### src/lpw_pkg.sv
// Shared types and constants for the line pixel walker.
package lpw_pkg;

  localparam int unsigned RedBits   = 5;
  localparam int unsigned GreenBits = 6;
  localparam int unsigned BlueBits  = 5;
  localparam int unsigned ColorBits = RedBits + GreenBits + BlueBits;

  // Entries in the queue between the front and back ends.
  localparam int unsigned QueueDepth = 2;

  typedef enum logic {
    MODE_START   = 1'b0,
    MODE_ADVANCE = 1'b1
  } mode_e;

  typedef struct packed {
    logic full;
    logic empty;
  } queue_status_t;

endpackage

### src/line_pixel_walker_unit.sv
// Top level of the line pixel walker: front end, command queue and back end.
//
//   Channel   Direction  Handshake               Carries
//   input     in         in_valid_i/in_ready_o   mode, endpoints, RGB color
//   output    out        out_valid_o/out_ready_i pixel position, BGR565 color, flags
//
// Each accepted item produces exactly one result; the block sustains one item per
// clock while the output accepts results, limited by the walker step (error update
// and position advance). An item is registered in the queue, then in the output register.
// Reset clears the active-line flag, the queue and the output valid flag.
// When the output is stalled the back end holds its result and the two-entry queue
// absorbs incoming items; the input side stalls only when that queue is full.
module line_pixel_walker_unit #(
  parameter int unsigned COORD_BITS = 10
) (
  input  logic                          clk_i,
  input  logic                          rst_ni,
  input  logic                          in_valid_i,
  output logic                          in_ready_o,
  input  logic                          mode_i,
  input  logic [COORD_BITS-1:0]         start_x_i,
  input  logic [COORD_BITS-1:0]         start_y_i,
  input  logic [COORD_BITS-1:0]         end_x_i,
  input  logic [COORD_BITS-1:0]         end_y_i,
  input  logic [lpw_pkg::RedBits-1:0]   red_i,
  input  logic [lpw_pkg::GreenBits-1:0] green_i,
  input  logic [lpw_pkg::BlueBits-1:0]  blue_i,
  output logic                          out_valid_o,
  input  logic                          out_ready_i,
  output logic [COORD_BITS-1:0]         pixel_x_o,
  output logic [COORD_BITS-1:0]         pixel_y_o,
  output logic [lpw_pkg::ColorBits-1:0] pixel_color_o,
  output logic                          pixel_valid_o,
  output logic                          last_pixel_o
);

  // A command carries the classified line setup; an advance item uses only its start flag.
  localparam int unsigned CmdW = 3 + 5 * COORD_BITS + lpw_pkg::ColorBits;

  logic                   push, pop;
  logic [CmdW-1:0]        cmd_in, cmd_out;
  lpw_pkg::queue_status_t q_status;

  // The front end classifies the item and, for a start, orders the endpoints.
  lpw_front #(
    .CoordBits (COORD_BITS),
    .CmdW      (CmdW)
  ) u_front (
    .in_valid_i (in_valid_i),
    .in_ready_o (in_ready_o),
    .mode_i     (mode_i),
    .start_x_i  (start_x_i),
    .start_y_i  (start_y_i),
    .end_x_i    (end_x_i),
    .end_y_i    (end_y_i),
    .red_i      (red_i),
    .green_i    (green_i),
    .blue_i     (blue_i),
    .q_status_i (q_status),
    .push_o     (push),
    .cmd_o      (cmd_in)
  );

  // The queue lets the input side keep going while the output side stalls.
  lpw_queue #(
    .Width (CmdW),
    .Depth (lpw_pkg::QueueDepth)
  ) u_queue (
    .clk_i    (clk_i),
    .rst_ni   (rst_ni),
    .push_i   (push),
    .data_i   (cmd_in),
    .pop_i    (pop),
    .data_o   (cmd_out),
    .status_o (q_status)
  );

  // The back end runs the Bresenham step and owns the output register.
  lpw_back #(
    .CoordBits (COORD_BITS),
    .CmdW      (CmdW)
  ) u_back (
    .clk_i         (clk_i),
    .rst_ni        (rst_ni),
    .cmd_i         (cmd_out),
    .q_status_i    (q_status),
    .pop_o         (pop),
    .out_valid_o   (out_valid_o),
    .out_ready_i   (out_ready_i),
    .pixel_x_o     (pixel_x_o),
    .pixel_y_o     (pixel_y_o),
    .pixel_color_o (pixel_color_o),
    .pixel_valid_o (pixel_valid_o),
    .last_pixel_o  (last_pixel_o)
  );

`ifndef NO_ASSERTIONS
  // A result with no active line carries all-zero fields.
  assert property (@(posedge clk_i) disable iff (!rst_ni)
    (out_valid_o && !pixel_valid_o) |->
      (pixel_x_o == '0 && pixel_y_o == '0 && pixel_color_o == '0 && !last_pixel_o))
    else $error("invalid pixel result carries nonzero fields");

  // Only a real pixel can end a line.
  assert property (@(posedge clk_i) disable iff (!rst_ni)
    (out_valid_o && last_pixel_o) |-> pixel_valid_o)
    else $error("last pixel flag without a valid pixel");

  // The queue can never be both empty and full.
  assert property (@(posedge clk_i) disable iff (!rst_ni)
    !(q_status.empty && q_status.full))
    else $error("queue reports empty and full at once");

  // An accepted input with an empty queue and a free output is written to the queue and
  // then taken by the back end, so its result is offered from then on.
  assert property (@(posedge clk_i) disable iff (!rst_ni)
    (in_valid_i && in_ready_o && q_status.empty && (!out_valid_o || out_ready_i))
      |=> ##1 out_valid_o)
    else $error("back end failed to pick up a waiting command");
`endif

endmodule

### src/lpw_queue.sv
// Small register queue between the line setup front end and the pixel back end.
module lpw_queue #(
  parameter int unsigned Width = 8,
  parameter int unsigned Depth = 2
) (
  input  logic                  clk_i,
  input  logic                  rst_ni,
  input  logic                  push_i,
  input  logic [Width-1:0]      data_i,
  input  logic                  pop_i,
  output logic [Width-1:0]      data_o,
  output lpw_pkg::queue_status_t status_o
);

  localparam int unsigned PtrW = (Depth > 1) ? $clog2(Depth) : 1;
  localparam int unsigned CntW = $clog2(Depth + 1);
  localparam logic [PtrW-1:0] LastPtr = PtrW'(Depth - 1);
  localparam logic [CntW-1:0] FullCnt = CntW'(Depth);

  logic [Width-1:0] mem_q [Depth];
  logic [PtrW-1:0]  wr_ptr_q, wr_ptr_d;
  logic [PtrW-1:0]  rd_ptr_q, rd_ptr_d;
  logic [CntW-1:0]  count_q, count_d;
  logic             do_push, do_pop;

  assign status_o.full  = (count_q == FullCnt);
  assign status_o.empty = (count_q == '0);
  assign do_push = push_i && !status_o.full;
  assign do_pop  = pop_i && !status_o.empty;
  assign data_o  = mem_q[rd_ptr_q];

  always_comb begin
    wr_ptr_d = wr_ptr_q;
    rd_ptr_d = rd_ptr_q;
    count_d  = count_q;
    if (do_push) begin
      wr_ptr_d = (wr_ptr_q == LastPtr) ? '0 : wr_ptr_q + 1'b1;
    end
    if (do_pop) begin
      rd_ptr_d = (rd_ptr_q == LastPtr) ? '0 : rd_ptr_q + 1'b1;
    end
    if (do_push && !do_pop) begin
      count_d = count_q + 1'b1;
    end else if (do_pop && !do_push) begin
      count_d = count_q - 1'b1;
    end
  end

  always_ff @(posedge clk_i or negedge rst_ni) begin
    if (!rst_ni) begin
      wr_ptr_q <= '0;
      rd_ptr_q <= '0;
      count_q  <= '0;
    end else begin
      wr_ptr_q <= wr_ptr_d;
      rd_ptr_q <= rd_ptr_d;
      count_q  <= count_d;
    end
  end

  always_ff @(posedge clk_i) begin
    if (do_push) begin
      mem_q[wr_ptr_q] <= data_i;
    end
  end

endmodule

### src/lpw_front.sv
// Front end: accepts items, decides axis swap and endpoint order for start items.
module lpw_front #(
  parameter int unsigned CoordBits = 10,
  parameter int unsigned CmdW      = 3 + 5 * CoordBits + lpw_pkg::ColorBits
) (
  input  logic                          in_valid_i,
  output logic                          in_ready_o,
  input  logic                          mode_i,
  input  logic [CoordBits-1:0]          start_x_i,
  input  logic [CoordBits-1:0]          start_y_i,
  input  logic [CoordBits-1:0]          end_x_i,
  input  logic [CoordBits-1:0]          end_y_i,
  input  logic [lpw_pkg::RedBits-1:0]   red_i,
  input  logic [lpw_pkg::GreenBits-1:0] green_i,
  input  logic [lpw_pkg::BlueBits-1:0]  blue_i,
  input  lpw_pkg::queue_status_t        q_status_i,
  output logic                          push_o,
  output logic [CmdW-1:0]               cmd_o
);

  typedef struct packed {
    logic                          is_start;
    logic                          steep;
    logic                          dir_down;
    logic [CoordBits-1:0]          major_pos;
    logic [CoordBits-1:0]          minor_pos;
    logic [CoordBits-1:0]          major_end;
    logic [CoordBits-1:0]          major_span;
    logic [CoordBits-1:0]          minor_span;
    logic [lpw_pkg::ColorBits-1:0] color;
  } cmd_t;

  cmd_t                 cmd;
  logic                 x_gt, x_lt, y_gt, y_lt;
  logic [CoordBits-1:0] dx, dy;
  logic                 steep, swap, minor_gt, minor_lt;

  assign in_ready_o = !q_status_i.full;
  assign push_o     = in_valid_i && !q_status_i.full;

  always_comb begin
    x_gt = start_x_i > end_x_i;
    x_lt = start_x_i < end_x_i;
    y_gt = start_y_i > end_y_i;
    y_lt = start_y_i < end_y_i;
    dx   = x_gt ? (start_x_i - end_x_i) : (end_x_i - start_x_i);
    dy   = y_gt ? (start_y_i - end_y_i) : (end_y_i - start_y_i);
    // Equal spans keep columns as the major axis.
    steep    = dy > dx;
    swap     = steep ? y_gt : x_gt;
    minor_gt = steep ? x_gt : y_gt;
    minor_lt = steep ? x_lt : y_lt;

    cmd.is_start   = (lpw_pkg::mode_e'(mode_i) == lpw_pkg::MODE_START);
    cmd.steep      = steep;
    cmd.major_span = steep ? dy : dx;
    cmd.minor_span = steep ? dx : dy;
    // Walk always runs from the lower major endpoint.
    if (steep) begin
      cmd.major_pos = swap ? end_y_i : start_y_i;
      cmd.major_end = swap ? start_y_i : end_y_i;
      cmd.minor_pos = swap ? end_x_i : start_x_i;
    end else begin
      cmd.major_pos = swap ? end_x_i : start_x_i;
      cmd.major_end = swap ? start_x_i : end_x_i;
      cmd.minor_pos = swap ? end_y_i : start_y_i;
    end
    cmd.dir_down = swap ? minor_gt : minor_lt;
    cmd.color    = {blue_i, green_i, red_i};
  end

  assign cmd_o = cmd;

endmodule

### src/lpw_back.sv
// Back end: holds the walker state and emits one result per command.
module lpw_back #(
  parameter int unsigned CoordBits = 10,
  parameter int unsigned CmdW      = 3 + 5 * CoordBits + lpw_pkg::ColorBits
) (
  input  logic                          clk_i,
  input  logic                          rst_ni,
  input  logic [CmdW-1:0]               cmd_i,
  input  lpw_pkg::queue_status_t        q_status_i,
  output logic                          pop_o,
  output logic                          out_valid_o,
  input  logic                          out_ready_i,
  output logic [CoordBits-1:0]          pixel_x_o,
  output logic [CoordBits-1:0]          pixel_y_o,
  output logic [lpw_pkg::ColorBits-1:0] pixel_color_o,
  output logic                          pixel_valid_o,
  output logic                          last_pixel_o
);

  typedef struct packed {
    logic                          is_start;
    logic                          steep;
    logic                          dir_down;
    logic [CoordBits-1:0]          major_pos;
    logic [CoordBits-1:0]          minor_pos;
    logic [CoordBits-1:0]          major_end;
    logic [CoordBits-1:0]          major_span;
    logic [CoordBits-1:0]          minor_span;
    logic [lpw_pkg::ColorBits-1:0] color;
  } cmd_t;

  localparam int unsigned ErrW = CoordBits + 1;

  cmd_t                          cmd;
  logic                          active_q, active_d;
  logic                          steep_q, steep_d;
  logic                          dir_down_q, dir_down_d;
  logic [CoordBits-1:0]          major_pos_q, major_pos_d;
  logic [CoordBits-1:0]          minor_pos_q, minor_pos_d;
  logic [CoordBits-1:0]          major_end_q, major_end_d;
  logic [CoordBits-1:0]          major_span_q, major_span_d;
  logic [CoordBits-1:0]          minor_span_q, minor_span_d;
  logic [lpw_pkg::ColorBits-1:0] color_q, color_d;
  logic [ErrW-1:0]               err_q, err_d;

  logic                          out_valid_q;
  logic [CoordBits-1:0]          px_q, px_d, py_q, py_d;
  logic [lpw_pkg::ColorBits-1:0] pcolor_q, pcolor_d;
  logic                          pvalid_q, pvalid_d, plast_q, plast_d;

  logic                          take, live, last, neg;
  logic [ErrW-1:0]               cur_err, e1, e2;

  assign cmd   = cmd_t'(cmd_i);
  assign take  = !q_status_i.empty && (!out_valid_q || out_ready_i);
  assign pop_o = take;

  always_comb begin
    // Start commands load the walker, then share the step logic.
    steep_d      = cmd.is_start ? cmd.steep      : steep_q;
    dir_down_d   = cmd.is_start ? cmd.dir_down   : dir_down_q;
    major_pos_d  = cmd.is_start ? cmd.major_pos  : major_pos_q;
    minor_pos_d  = cmd.is_start ? cmd.minor_pos  : minor_pos_q;
    major_end_d  = cmd.is_start ? cmd.major_end  : major_end_q;
    major_span_d = cmd.is_start ? cmd.major_span : major_span_q;
    minor_span_d = cmd.is_start ? cmd.minor_span : minor_span_q;
    color_d      = cmd.is_start ? cmd.color      : color_q;
    cur_err      = cmd.is_start ? {2'b00, cmd.major_span[CoordBits-1:1]} : err_q;
    live         = cmd.is_start || active_q;
    last         = (major_pos_d == major_end_d);

    px_d     = live ? (steep_d ? minor_pos_d : major_pos_d) : '0;
    py_d     = live ? (steep_d ? major_pos_d : minor_pos_d) : '0;
    pcolor_d = live ? color_d : '0;
    pvalid_d = live;
    plast_d  = live && last;

    e1  = cur_err - {1'b0, minor_span_d};
    e2  = e1 + {1'b0, major_span_d};
    neg = e1[ErrW-1];

    active_d = live && !last;
    err_d    = cur_err;
    if (live && !last) begin
      err_d       = neg ? e2 : e1;
      major_pos_d = major_pos_d + 1'b1;
      if (neg) begin
        minor_pos_d = dir_down_d ? minor_pos_d + 1'b1 : minor_pos_d - 1'b1;
      end
    end
  end

  always_ff @(posedge clk_i or negedge rst_ni) begin
    if (!rst_ni) begin
      active_q    <= 1'b0;
      out_valid_q <= 1'b0;
    end else begin
      if (take) begin
        active_q <= active_d;
      end
      if (take) begin
        out_valid_q <= 1'b1;
      end else if (out_ready_i) begin
        out_valid_q <= 1'b0;
      end
    end
  end

  always_ff @(posedge clk_i) begin
    if (take) begin
      steep_q      <= steep_d;
      dir_down_q   <= dir_down_d;
      major_pos_q  <= major_pos_d;
      minor_pos_q  <= minor_pos_d;
      major_end_q  <= major_end_d;
      major_span_q <= major_span_d;
      minor_span_q <= minor_span_d;
      color_q      <= color_d;
      err_q        <= err_d;
      px_q         <= px_d;
      py_q         <= py_d;
      pcolor_q     <= pcolor_d;
      pvalid_q     <= pvalid_d;
      plast_q      <= plast_d;
    end
  end

  assign out_valid_o   = out_valid_q;
  assign pixel_x_o     = px_q;
  assign pixel_y_o     = py_q;
  assign pixel_color_o = pcolor_q;
  assign pixel_valid_o = pvalid_q;
  assign last_pixel_o  = plast_q;

endmodule
### config.mk
export PLATFORM = sky130hd
export DESIGN_NAME = line_pixel_walker_unit
export DESIGN_NICKNAME = d
export VERILOG_FILES = /design/src/lpw_pkg.sv /design/src/line_pixel_walker_unit.sv /design/src/lpw_queue.sv /design/src/lpw_front.sv /design/src/lpw_back.sv
export SDC_FILE = /design/constraint.sdc
export NUM_CORES = 1
export LEC_CHECK = 0
export ABC_AREA = 1
export ABC_CLOCK_PERIOD_IN_PS = 7380
export BUFFER_PORTS_ARGS = -buffer_cell sky130_fd_sc_hd__buf_2
export CORE_MARGIN = 3
export CORE_UTILIZATION = 56
export CTS_CLUSTER_DIAMETER = 150
export DETAILED_ROUTE_END_ITERATION = 6
export PLACE_DENSITY = 0.83
export SLEW_MARGIN = 20
export SYNTH_ARGS = -nofsm -noshare
export SYNTH_HDL_FRONTEND = slang
export SYNTH_SLANG_ARGS = --single-unit
### constraint.sdc
create_clock -name clk_i -period 7.38 [get_ports clk_i]
set_input_delay 0.738 -clock clk_i [delete_from_list [all_inputs] [get_ports clk_i]]
set_output_delay 0.738 -clock clk_i [all_outputs]
set_load 0.005 [all_outputs]
==> results of run 1 <==
-- final cells by class --
cell class              count  share of cell area
repair buffers            113              0.0332
inverters                 202              0.0422
well taps                 384              0.0267
clock inverters            19              0.0109
flip-flops and latches    261               0.434
multi-input cells        1484               0.415
clock buffers              29              0.0379
-- worst paths after layout --
kind / start / end / slack, ns / depth (start not counted)
hold / removal: rst_ni / u_back.active_q / 0.03 / 1
setup reg to reg: u_queue.rd_ptr_q / u_back.err_q[10] / 2.60 / 20
setup / recovery: start_y_i[0] / u_queue.mem_q[0][56] / 2.16 / 24
max in group asynchronous: rst_ni / u_queue.count_q[1] / 7.15 / 1
min in group clk_i: out_ready_i / u_back.out_valid_o / 0.38 / 2
hold reg to reg: u_back.active_q / u_back.active_q / 0.51 / 2
-- state kept, by name, indices dropped and copies added, names as in the netlist, 2 cells and up --
signal                count
u_back.pixel_color_o     16
u_back.major_end_q       10
u_queue.count_q           2
u_back.minor_span_q      10
u_back.pixel_x_o         10
u_back.minor_pos_q       10
u_back.major_pos_q       10
u_back.err_q             11
u_queue.mem_q           138
u_back.color_q           16
u_back.pixel_y_o         10
u_back.major_span_q      10
-- cells in the mapped netlist (5+ instances only) --
cell,instances
inv_1,195
or2_2,5
inv_2,6
buf_4,10
a21oi_1,80
buf_1,7
nand3b_1,15
nand2_1,771
nand4_1,13
dfrtp_1,6
o21ai_1,19
edfxtp_1,255
a31oi_2,8
o21a_1,5
a31oi_1,5
o21ai_0,111
ha_1,78
fa_1,7
nand3_1,191
o21bai_1,8
buf_2,31
a21o_1,6
xor2_1,39
clkbuf_1,35
xnor2_1,10
nor2_1,97
-- metal layers --
layer	routed length, µm	global-route usage
met4	919	0.0583
met2	19800	0.436
met1	18900	0.406
met5	11	0
met3	4050	0.0386
-- metrics by stage --
step                hold slack, ns  instance area (µm²)  instances
finish                      0.0341                18000       2492
global route                0.0238                18000       2492
CTS                         0.0144                18000       2492
detailed placement           0.495                17100       2444
global placement             0.460                17100       2444
floorplan                    0.442                16400       2032
-- kinds of logic (layout without fill, tap and decap cells) --
family / Yosys count / in the layout / synth area share
AOI/OAI and AO/OA: 247 / 247 / 0.0833
DFF: 261 / 261 / 0.476
xor gates and xnor gates: 49 / 49 / 0.0262
buffers and inverters: 287 / 363 / 0.0712
adders and majority gates: 85 / 85 / 0.0680
and+or+nand+nor: 1103 / 1103 / 0.275
-- cell usage in the layout, fill, tap and decap left out, types with 2 or more instances in the layout --
cell        instances
nand2_1           770
edfxtp_1          255
inv_1             195
nand3_1           191
o21ai_0           111
buf_2             100
nor2_1             95
a21oi_1            79
ha_1               78
xor2_1             39
clkbuf_16          26
o21ai_1            19
nand3b_1           15
nand4_1            13
buf_4              13
xnor2_1            10
a31oi_2             8
o21bai_1            7
fa_1                7
inv_2               6
a21o_1              6
clkinv_2            6
a31oi_1             5
or2_2               5
clkinv_1            5
o21a_1              5
dfrtp_1             5
nand2_2             4
nor2_4              3
bufinv_16           3
nand2_4             2
o21ai_2             2
a21boi_0            2
and2_1              2
clkinvlp_4          2
clkbuf_8            2
==> results.ini, run 1 <==
[status]
status=complete, no violations

[synthesis]
synth_area_per_cell_um2=8.07
yosysWarnings=0
async_flop_share=0.0230
ys_ff_latch=261
ys.flop_type=edfxtp_1
syn_nets=2178
synth_cell_types=37
yosysSeqAreaShare=0.476
synth_cells=2032
netlist.area_leader.share=0.467
synth_top_area_cell=edfxtp_1
synth_area_um2=16400
ys_top_cells_by_area=edfxtp_1 47%, nand2_1 18%, ha_1 5.9%, nand3_1 5.8%, inv_1 4.5%
synth_edf_count=255

[die]
start_util=0.570
core-area_um2=28800
die_area_um2=31400
rows=62
die_height_um=177
io_pins=101
die_w_um=177

[cells_and_area]
seqCellArea_um2=7810
finalNetCount=2234
drive_gt1_frac=0.0906
finalCoreUtilization=0.625
n_antenna_cell=0
multiInputGateArea_um2=7470
fillCellCount=2400
area_growth_pct=9.66

[cts]
cts_root_buf=clkbuf_16
cts_sinks=261
path_clk_slew_ns=0.07
cts_buffers=26
postCtsSetupBuffers=0
cts_tree=built
ctsHtreeMaxLevel=1
cts_hold_buf=0
cts-resized-gates=0
cts_buffer_depth=3
insertion_delay_ns=0.54

[timing]
fin_crit_sh=0.707
finalSetupTns_ns=0
maxSlewHeadroom=0.315
setup_slack_ns=2.16
final-hold-violation-count=0
timing.final.crit_period_ns=5.22
setup_violations=0
worst_pin_slew_ns=1.03
rsz0062_at_grt=no
maxSlewViolCount=0
max_freq_ghz=0.192
fin_skew_ns=0.0251

[setup_path]
cp.arrival_ns=5.49
critPathMaxStageDelay_ns=0.60
worstSetupStartpointType=input pin
cpLargestDelayFamily=simple AND/OR/NAND/NOR gates
worst_path_max_delay_cell=nand2_1
crit_required_ns=7.65
worst-setup-path-type=in -> reg
path_buf_inv=6
cp-end-kind=flip-flop
worstPathMaxFanout=41
timing.critical_path.mode_cell=nand2_1
crit_chain=buf_2 -> inv_1 -> ha_1 -> inv_1 -> fa_1 -> nand4_1 -> nand3_1 -> nand2_1 -> inv_1 -> nand2_1 -> nand2_1 -> ha_1 -> nand2_1 -> nor2_1 -> nand3_1 -> nor2_1 -> o21bai_2 -> nand2_1 -> buf_4 -> nand2_1 -> buf_4 -> nand2_1 -> nand3_1 -> nand2_1

[global_routing]
grt_pass1_vias=13000
overflow=0
grt_max_degree=82
grt_antenna_before_repair=1
grt_usage=0.275
grt_pass1_wl_mm=69.2

[placed_design]
io_buffers=100
place_congestion=0.982
dp_hpwl_mm=31.3
dp_slack_ns=1.71

[detailed_routing]
routed_wl_mm=43.7
antenna_left=0
initialDrtViolationCount=1953
vias=14100
drc=0
avgRoutedWirePerCell_um=17.5
vias_per_cell=5.67
dr.pass1.iters=6

[worst_hold_path]
min_path_type=in -> async

[run]
max_cap_viol_count=0

Power of run 1 is not shown: default switching activity piles up to over one toggle a cycle in this logic, so the estimate is an artifact.
==> run 2: changes to the inputs <==
--- a/config.mk
+++ b/config.mk
@@ -5,11 +5,11 @@
 export SDC_FILE = /design/constraint.sdc
 export NUM_CORES = 1
 export LEC_CHECK = 0
-export ABC_AREA = 1
-export ABC_CLOCK_PERIOD_IN_PS = 7380
+export ABC_AREA = 0
+export ABC_CLOCK_PERIOD_IN_PS = 4920
 export BUFFER_PORTS_ARGS = -buffer_cell sky130_fd_sc_hd__buf_2
 export CORE_MARGIN = 3
-export CORE_UTILIZATION = 56
+export CORE_UTILIZATION = 58
 export CTS_CLUSTER_DIAMETER = 150
 export DETAILED_ROUTE_END_ITERATION = 6
 export PLACE_DENSITY = 0.83
==> constraint.sdc (replaced) <==
create_clock -name clk_i -period 4.92 [get_ports clk_i]
set_input_delay 0.492 -clock clk_i [delete_from_list [all_inputs] [get_ports clk_i]]
set_output_delay 0.492 -clock clk_i [all_outputs]
set_load 0.005 [all_outputs]
==> run 2 against run 1 <==
Core utilization is 5.4 points higher. Worst setup slack got worse by 1.9 ns. Register-to-register slack worse by 2.3 ns. Sequential share of layout area increased by 2.0 points. Count of clock-buffer cells in the layout grew 2. Wire length fell by 15%. Hold slack improved by 0.13 ns. The flow now finishes with violations (DRC). Via count decreased by 23%. Synthesized area shrank 8.1%. Critical endpoint is now u_queue.mem_q[0][40]. First-iteration DRC count decreased by 40%. Non-clock buffer count increased by 61.
==> results.ini, run 2 <==
[status]
status=finished with violations
violations=DRC

[setup_path]
crit_required_ns=5.19
crit_chain=buf_2 -> inv_1 -> ha_1 -> fa_1 -> o21bai_1 -> a21oi_1 -> o211a_1 -> or2_2 -> o311ai_1 -> buf_4 -> nand3_1 -> and2_1 -> ha_1 -> a21oi_1 -> nor2b_1 -> o21ai_0 -> o211ai_1 -> nand2_1 -> inv_2 -> nand2_1 -> o22ai_1 -> a222oi_1
reg2reg_setup_slack_ns=0.31
critPathMaxStageDelay_ns=0.41
worstSetupStartpointType=input pin
cp.arrival_ns=4.92
worstPathMaxFanout=11
worst-setup-path-type=in -> reg
worst_path_max_delay_cell=o311ai_1
cp-end-kind=flip-flop

[detailed_routing]
wl_met3_mm=2.54
avgRoutedWirePerCell_um=20.7
vias=10900
dr_wl_met2_mm=17.7
initialDrtViolationCount=1165
dr.pass1.iters=7
top_layer_used=met4
drc=2
vias_per_cell=6.07
antenna_left=0
wl_met1_mm=16.0
routed_wl_mm=37.1

[synthesis]
ys.flop_type=edfxtp_1
async_flop_share=0.0230
syn_nets=1452
yosysSeqAreaShare=0.518
ys_top_cells_by_count=255 x edfxtp_1, 167 x mux2i_1, 129 x nand2_1
yosysWarnings=0
synth_cell_types=56
synth_cells=1306
ys_top_cells_by_area=edfxtp_1 51%, mux2i_1 11%, ha_1 6.5%, nand2_1 3.2%, a21oi_1 3.1%
synth_area_per_cell_um2=11.5
synth_top_area_cell=edfxtp_1
ys_ff_latch=261
synth_area_um2=15100
netlist.area_leader.share=0.508
yosysMostFrequentCell=edfxtp_1
synth_edf_count=255

[timing]
worst_pin_slew_ns=0.858
timing.final.crit_period_ns=4.65
whs_ns=0.163
final-hold-violation-count=0
setup_violations=0
setup_slack_ns=0.266
rsz0062_at_grt=no
fin_crit_sh=0.946
max_freq_ghz=0.215
finalSetupTns_ns=0
maxSlewViolCount=0
fin_skew_ns=0.0107
maxSlewHeadroom=0.413

[cells_and_area]
largest_reg_flops=138
n_antenna_cell=0
area_growth_pct=14.1
finalNetCount=1590
drive_gt1_frac=0.165
most-common-layout-cells=255 x edfxtp_1, 166 x mux2i_1, 129 x nand2_1
top_register=u_queue.mem_q
finalCoreUtilization=0.679
layout_commonest_cell=edfxtp_1

[cts]
cts_sinks=261
cts_tree=built
ctsHtreeMaxLevel=1
cts_buffers=25
insertion_delay_ns=0.52
path_clk_slew_ns=0.06
cts_root_buf=clkbuf_16
cts_buffer_depth=3

[placed_design]
dp_hpwl_mm=26.8
dp_slack_ns=-0.320
io_buffers=100
place_congestion=0.979

[die]
die_area_um2=28000
die_height_um=167
io_pins=101
rows=58
core-area_um2=25300
start_util=0.595
die_w_um=167

[global_routing]
grt_pass1_wl_mm=58.1
grt_pass1_vias=10800
grt_max_degree=65
grt_usage=0.257
overflow=0
grt_antenna_before_repair=0

[run]
max_cap_viol_count=0

[worst_hold_path]
min_path_type=in -> reg

## run 2: repair_timing
| action | in CTS | in global routing |
|---|---|---|
| setup buffers | 0 | 3 |
| setup endpoints to repair | 0 | 19 |
| hold buffers | 1 | 0 |
| hold endpoints to repair | 6 | 0 |
| gates resized for setup | 0 | 3 |
## run 2: final timing paths
kind                                    start                    to  cells after the start
setup / recovery                 start_x_i[0]  u_queue.mem_q[0][40]                     22
hold / removal                      blue_i[0]  u_queue.mem_q[1][11]                      1
setup reg to reg             u_queue.rd_ptr_q       u_back.err_q[9]                     18
hold reg to reg            u_queue.count_q[1]    u_queue.count_q[1]                      1
max in group asynchronous              rst_ni      u_queue.rd_ptr_q                      2
min in group asynchronous              rst_ni      u_queue.rd_ptr_q                      2
## run 2: layer usage
metal / GRT usage / vias up
met5: 0 / -
met4: 0.0601 / 0
met3: 0.0248 / 55
met2: 0.431 / 451
met1: 0.368 / 5284
li1: - / 5094
## run 2: kinds of logic after synthesis
| group | share of synthesized area |
|---|---|
| flops | 0.518 |
| fa+ha+maj | 0.0741 |
| buf+inv | 0.0428 |
| simple gates | 0.0742 |
| xor+xnor | 0.0384 |
| mux | 0.122 |
| compound gates | 0.130 |
## run 2: per-stage QoR
step / instances / area (µm²)
2_1_floorplan: 1306 / 15100
6_report: 1793 / 17200
3_5_place_dp: 1742 / 16300
3_3_place_gp: 1742 / 16300
4_1_cts: 1789 / 17100
5_1_grt: 1793 / 17200
## run 2: final cells by class
type	count	area (µm²)
Clock buffer	31	688
Clock inverter	15	133
Fill cell	1795	8130
Inverter	93	349
Multi-Input combinational cell	889	6670
Sequential cell	261	7810
Tap cell	330	413
Timing Repair Buffer	174	1130
## run 2: worst max-delay path: cells and delay by family
| family | cells | cell delay [ns] |
|---|---|---|
| compound gates | 9 | 1.93 |
| fa+ha+maj | 3 | 0.92 |
| buf+inv | 4 | 0.44 |
| simple gates | 6 | 1.13 |
Power of run 2 is left out for the same reason.
==> run 3: changes to the inputs <==
--- a/config.mk
+++ b/config.mk
@@ -8,11 +8,14 @@
 export ABC_AREA = 0
 export ABC_CLOCK_PERIOD_IN_PS = 4920
 export BUFFER_PORTS_ARGS = -buffer_cell sky130_fd_sc_hd__buf_2
-export CORE_MARGIN = 3
-export CORE_UTILIZATION = 58
+export CELL_PAD_IN_SITES_DETAIL_PLACEMENT = 0
+export CELL_PAD_IN_SITES_GLOBAL_PLACEMENT = 2
+export CORE_MARGIN = 2
+export CORE_UTILIZATION = 42
 export CTS_CLUSTER_DIAMETER = 150
 export DETAILED_ROUTE_END_ITERATION = 6
-export PLACE_DENSITY = 0.83
+export PLACE_DENSITY = 0.87
+export REMOVE_ABC_BUFFERS = 1
 export SLEW_MARGIN = 20
 export SYNTH_ARGS = -nofsm -noshare
 export SYNTH_HDL_FRONTEND = slang
==> run 3 against run 2 <==
The flow now finishes without violations. Fmax decreased by 0.22%. Hold slack worse by 0.038 ns. Sequential share of layout area down 0.93 points. Count of clock-buffer cells in the layout grew 2. Worst setup slack got worse by 0.010 ns. Non-clock buffer count rose by 12. Design area is 2.1% higher. Wire length is 0.97% higher. Register-to-register slack lost 0.05 ns. Highest routed layer unchanged.
==> results.ini, run 3 (synthesized netlist as in run 2, its figures left out) <==
[detailed_routing]
antenna_left=0
vias_per_cell=5.45
vias=10600
dr.pass1.iters=5
routed_wl_mm=37.4
avgRoutedWirePerCell_um=19.2
initialDrtViolationCount=887
drc=0

[cts]
cts_buffer_depth=3
ctsHtreeMaxLevel=1
cts_tree=built
postCtsSetupBuffers=0
insertion_delay_ns=0.57
cts_buffers=29
cts_sinks=261
cts_root_buf=clkbuf_16
path_clk_slew_ns=0.06

[cells_and_area]
largest_reg_flops=138
stdcell_area_um2=17600
top_register=u_queue.mem_q
finalNetCount=1606
fillCellCount=3205
multiInputGateArea_um2=6670
most-common-layout-cells=255 x edfxtp_1, 166 x mux2i_1, 129 x nand2_1
seqCellArea_um2=7810
area_growth_pct=16.5
layout.cells.non_filler=1944
drive_gt1_frac=0.173
layout_commonest_cell=edfxtp_1

[run]
max_cap_viol_count=0

[die]
io_pins=101
core-area_um2=35500
die_w_um=193
die_area_um2=37400
rows=69
die_height_um=193
start_util=0.425

[status]
status=complete, no violations

[setup_path]
cp.arrival_ns=4.98
reg2reg_setup_slack_ns=0.26
worst-setup-path-type=reg -> reg
worstPathMaxFanout=9
endpoint=u_back.err_q[9]
cp-end-kind=flip-flop
critPathLaunch=u_queue.rd_ptr_q
worstSetupStartpointType=flip-flop
crit_required_ns=5.23
rr_worst_depth=18
rr_endpoint=u_back.err_q[9]
crit-reg2reg-launch=u_queue.rd_ptr_q

[timing]
fin_skew_ns=0.0149
max_freq_ghz=0.214
whs_ns=0.126
final-hold-violation-count=0
maxSlewViolCount=0
fin_crit_sh=0.948
worst_pin_slew_ns=1.09
rsz0062_at_grt=no
setup_violations=0
timing.final.crit_period_ns=4.66
maxSlewHeadroom=0.274

[global_routing]
grt_antenna_before_repair=1
grt_usage=0.200
grt_pass1_wl_mm=59.6
overflow=0
grt_max_degree=120
grt_pass1_vias=10600

[placed_design]
dp.cells=1888
place_congestion=0.891
dp_hpwl_mm=26.7
io_buffers=100
post_dp_cell_area_um2=16500

[worst_hold_path]
min_path_type=in -> reg

## run 3: changes by cell type in the layout (fill, tap and decap cells not counted), sizes merged
cell / previous run / this run
buf: 173 / 185
bufinv: 2 / 5
clkbuf: 31 / 33
clkinv: 10 / 12
diode: 0 / 2
clkinvlp: 2 / 1
## run 3: final cells by class
| class | count | share of cell area |
|---|---|---|
| Clock inverter | 19 | 0.0128 |
| Sequential cell | 261 | 0.445 |
| Timing Repair Buffer | 186 | 0.0669 |
| Clock buffer | 33 | 0.0422 |
| Inverter | 93 | 0.0199 |
| Tap cell | 461 | 0.0329 |
| Multi-Input combinational cell | 889 | 0.380 |
| Antenna cell | 2 | 0.000285 |
## run 3: worst min-delay path by stage
| stage | depth (start not counted) | start | endpoint |
|---|---|---|---|
| final | 1 | green_i[2] | u_queue.mem_q[1][7] |
| after global routing | 1 | green_i[5] | u_queue.mem_q[0][10] |
| after CTS | 2 | out_ready_i | u_back.out_valid_o |
| after detailed placement | 1 | rst_ni | u_back.out_valid_o |
| after global placement | 1 | rst_ni | u_back.out_valid_o |
| after floorplan | 0 | rst_ni | u_back.active_q |
## run 3: layer usage
layer	vias to the layer above	wire [µm]	global-route usage
li1	5122	-	-
met1	5157	18200	0.296
met2	254	16600	0.311
met3	53	1720	0.0218
met4	0	911	0.0571
met5	-	0	0
## run 3: worst max-delay path: stages (launching register included)
cell and delay [ns]:
dfrtp_4 0.52, mux2_2 0.42, o21ai_1 0.19, ha_1 0.23
inv_1 0.07, fa_1 0.42, a21oi_1 0.30, nor2_1 0.12
nor3_1 0.23, xnor2_1 0.13, ha_1 0.25, or4_1 0.56
a211oi_2 0.27, o41ai_1 0.12, a21oi_1 0.22, xnor2_1 0.09
nand2_1 0.07, o211ai_1 0.08, o21a_1 0.12
## run 3: repair_timing
action | 4_1_cts | 5_1_grt
hold endpoints to repair | 6 | 0
hold buffers | 1 | 0
endpoints found under the setup margin | 0 | 22
gates resized for setup | 0 | 3
## run 3: per-stage QoR
step / setup TNS [ns] / utilization / setup slack, ns
2_1_floorplan: -542.22 / - / -3.72
3_3_place_gp: -3.66 / 0.466 / -0.192
3_5_place_dp: -6.52 / 0.466 / -0.338
4_1_cts: 0 / 0.494 / 0.0840
5_1_grt: 0 / 0.495 / 0.0102
6_report: 0 / 0.495 / 0.255
Power of run 3 is left out for the same reason.
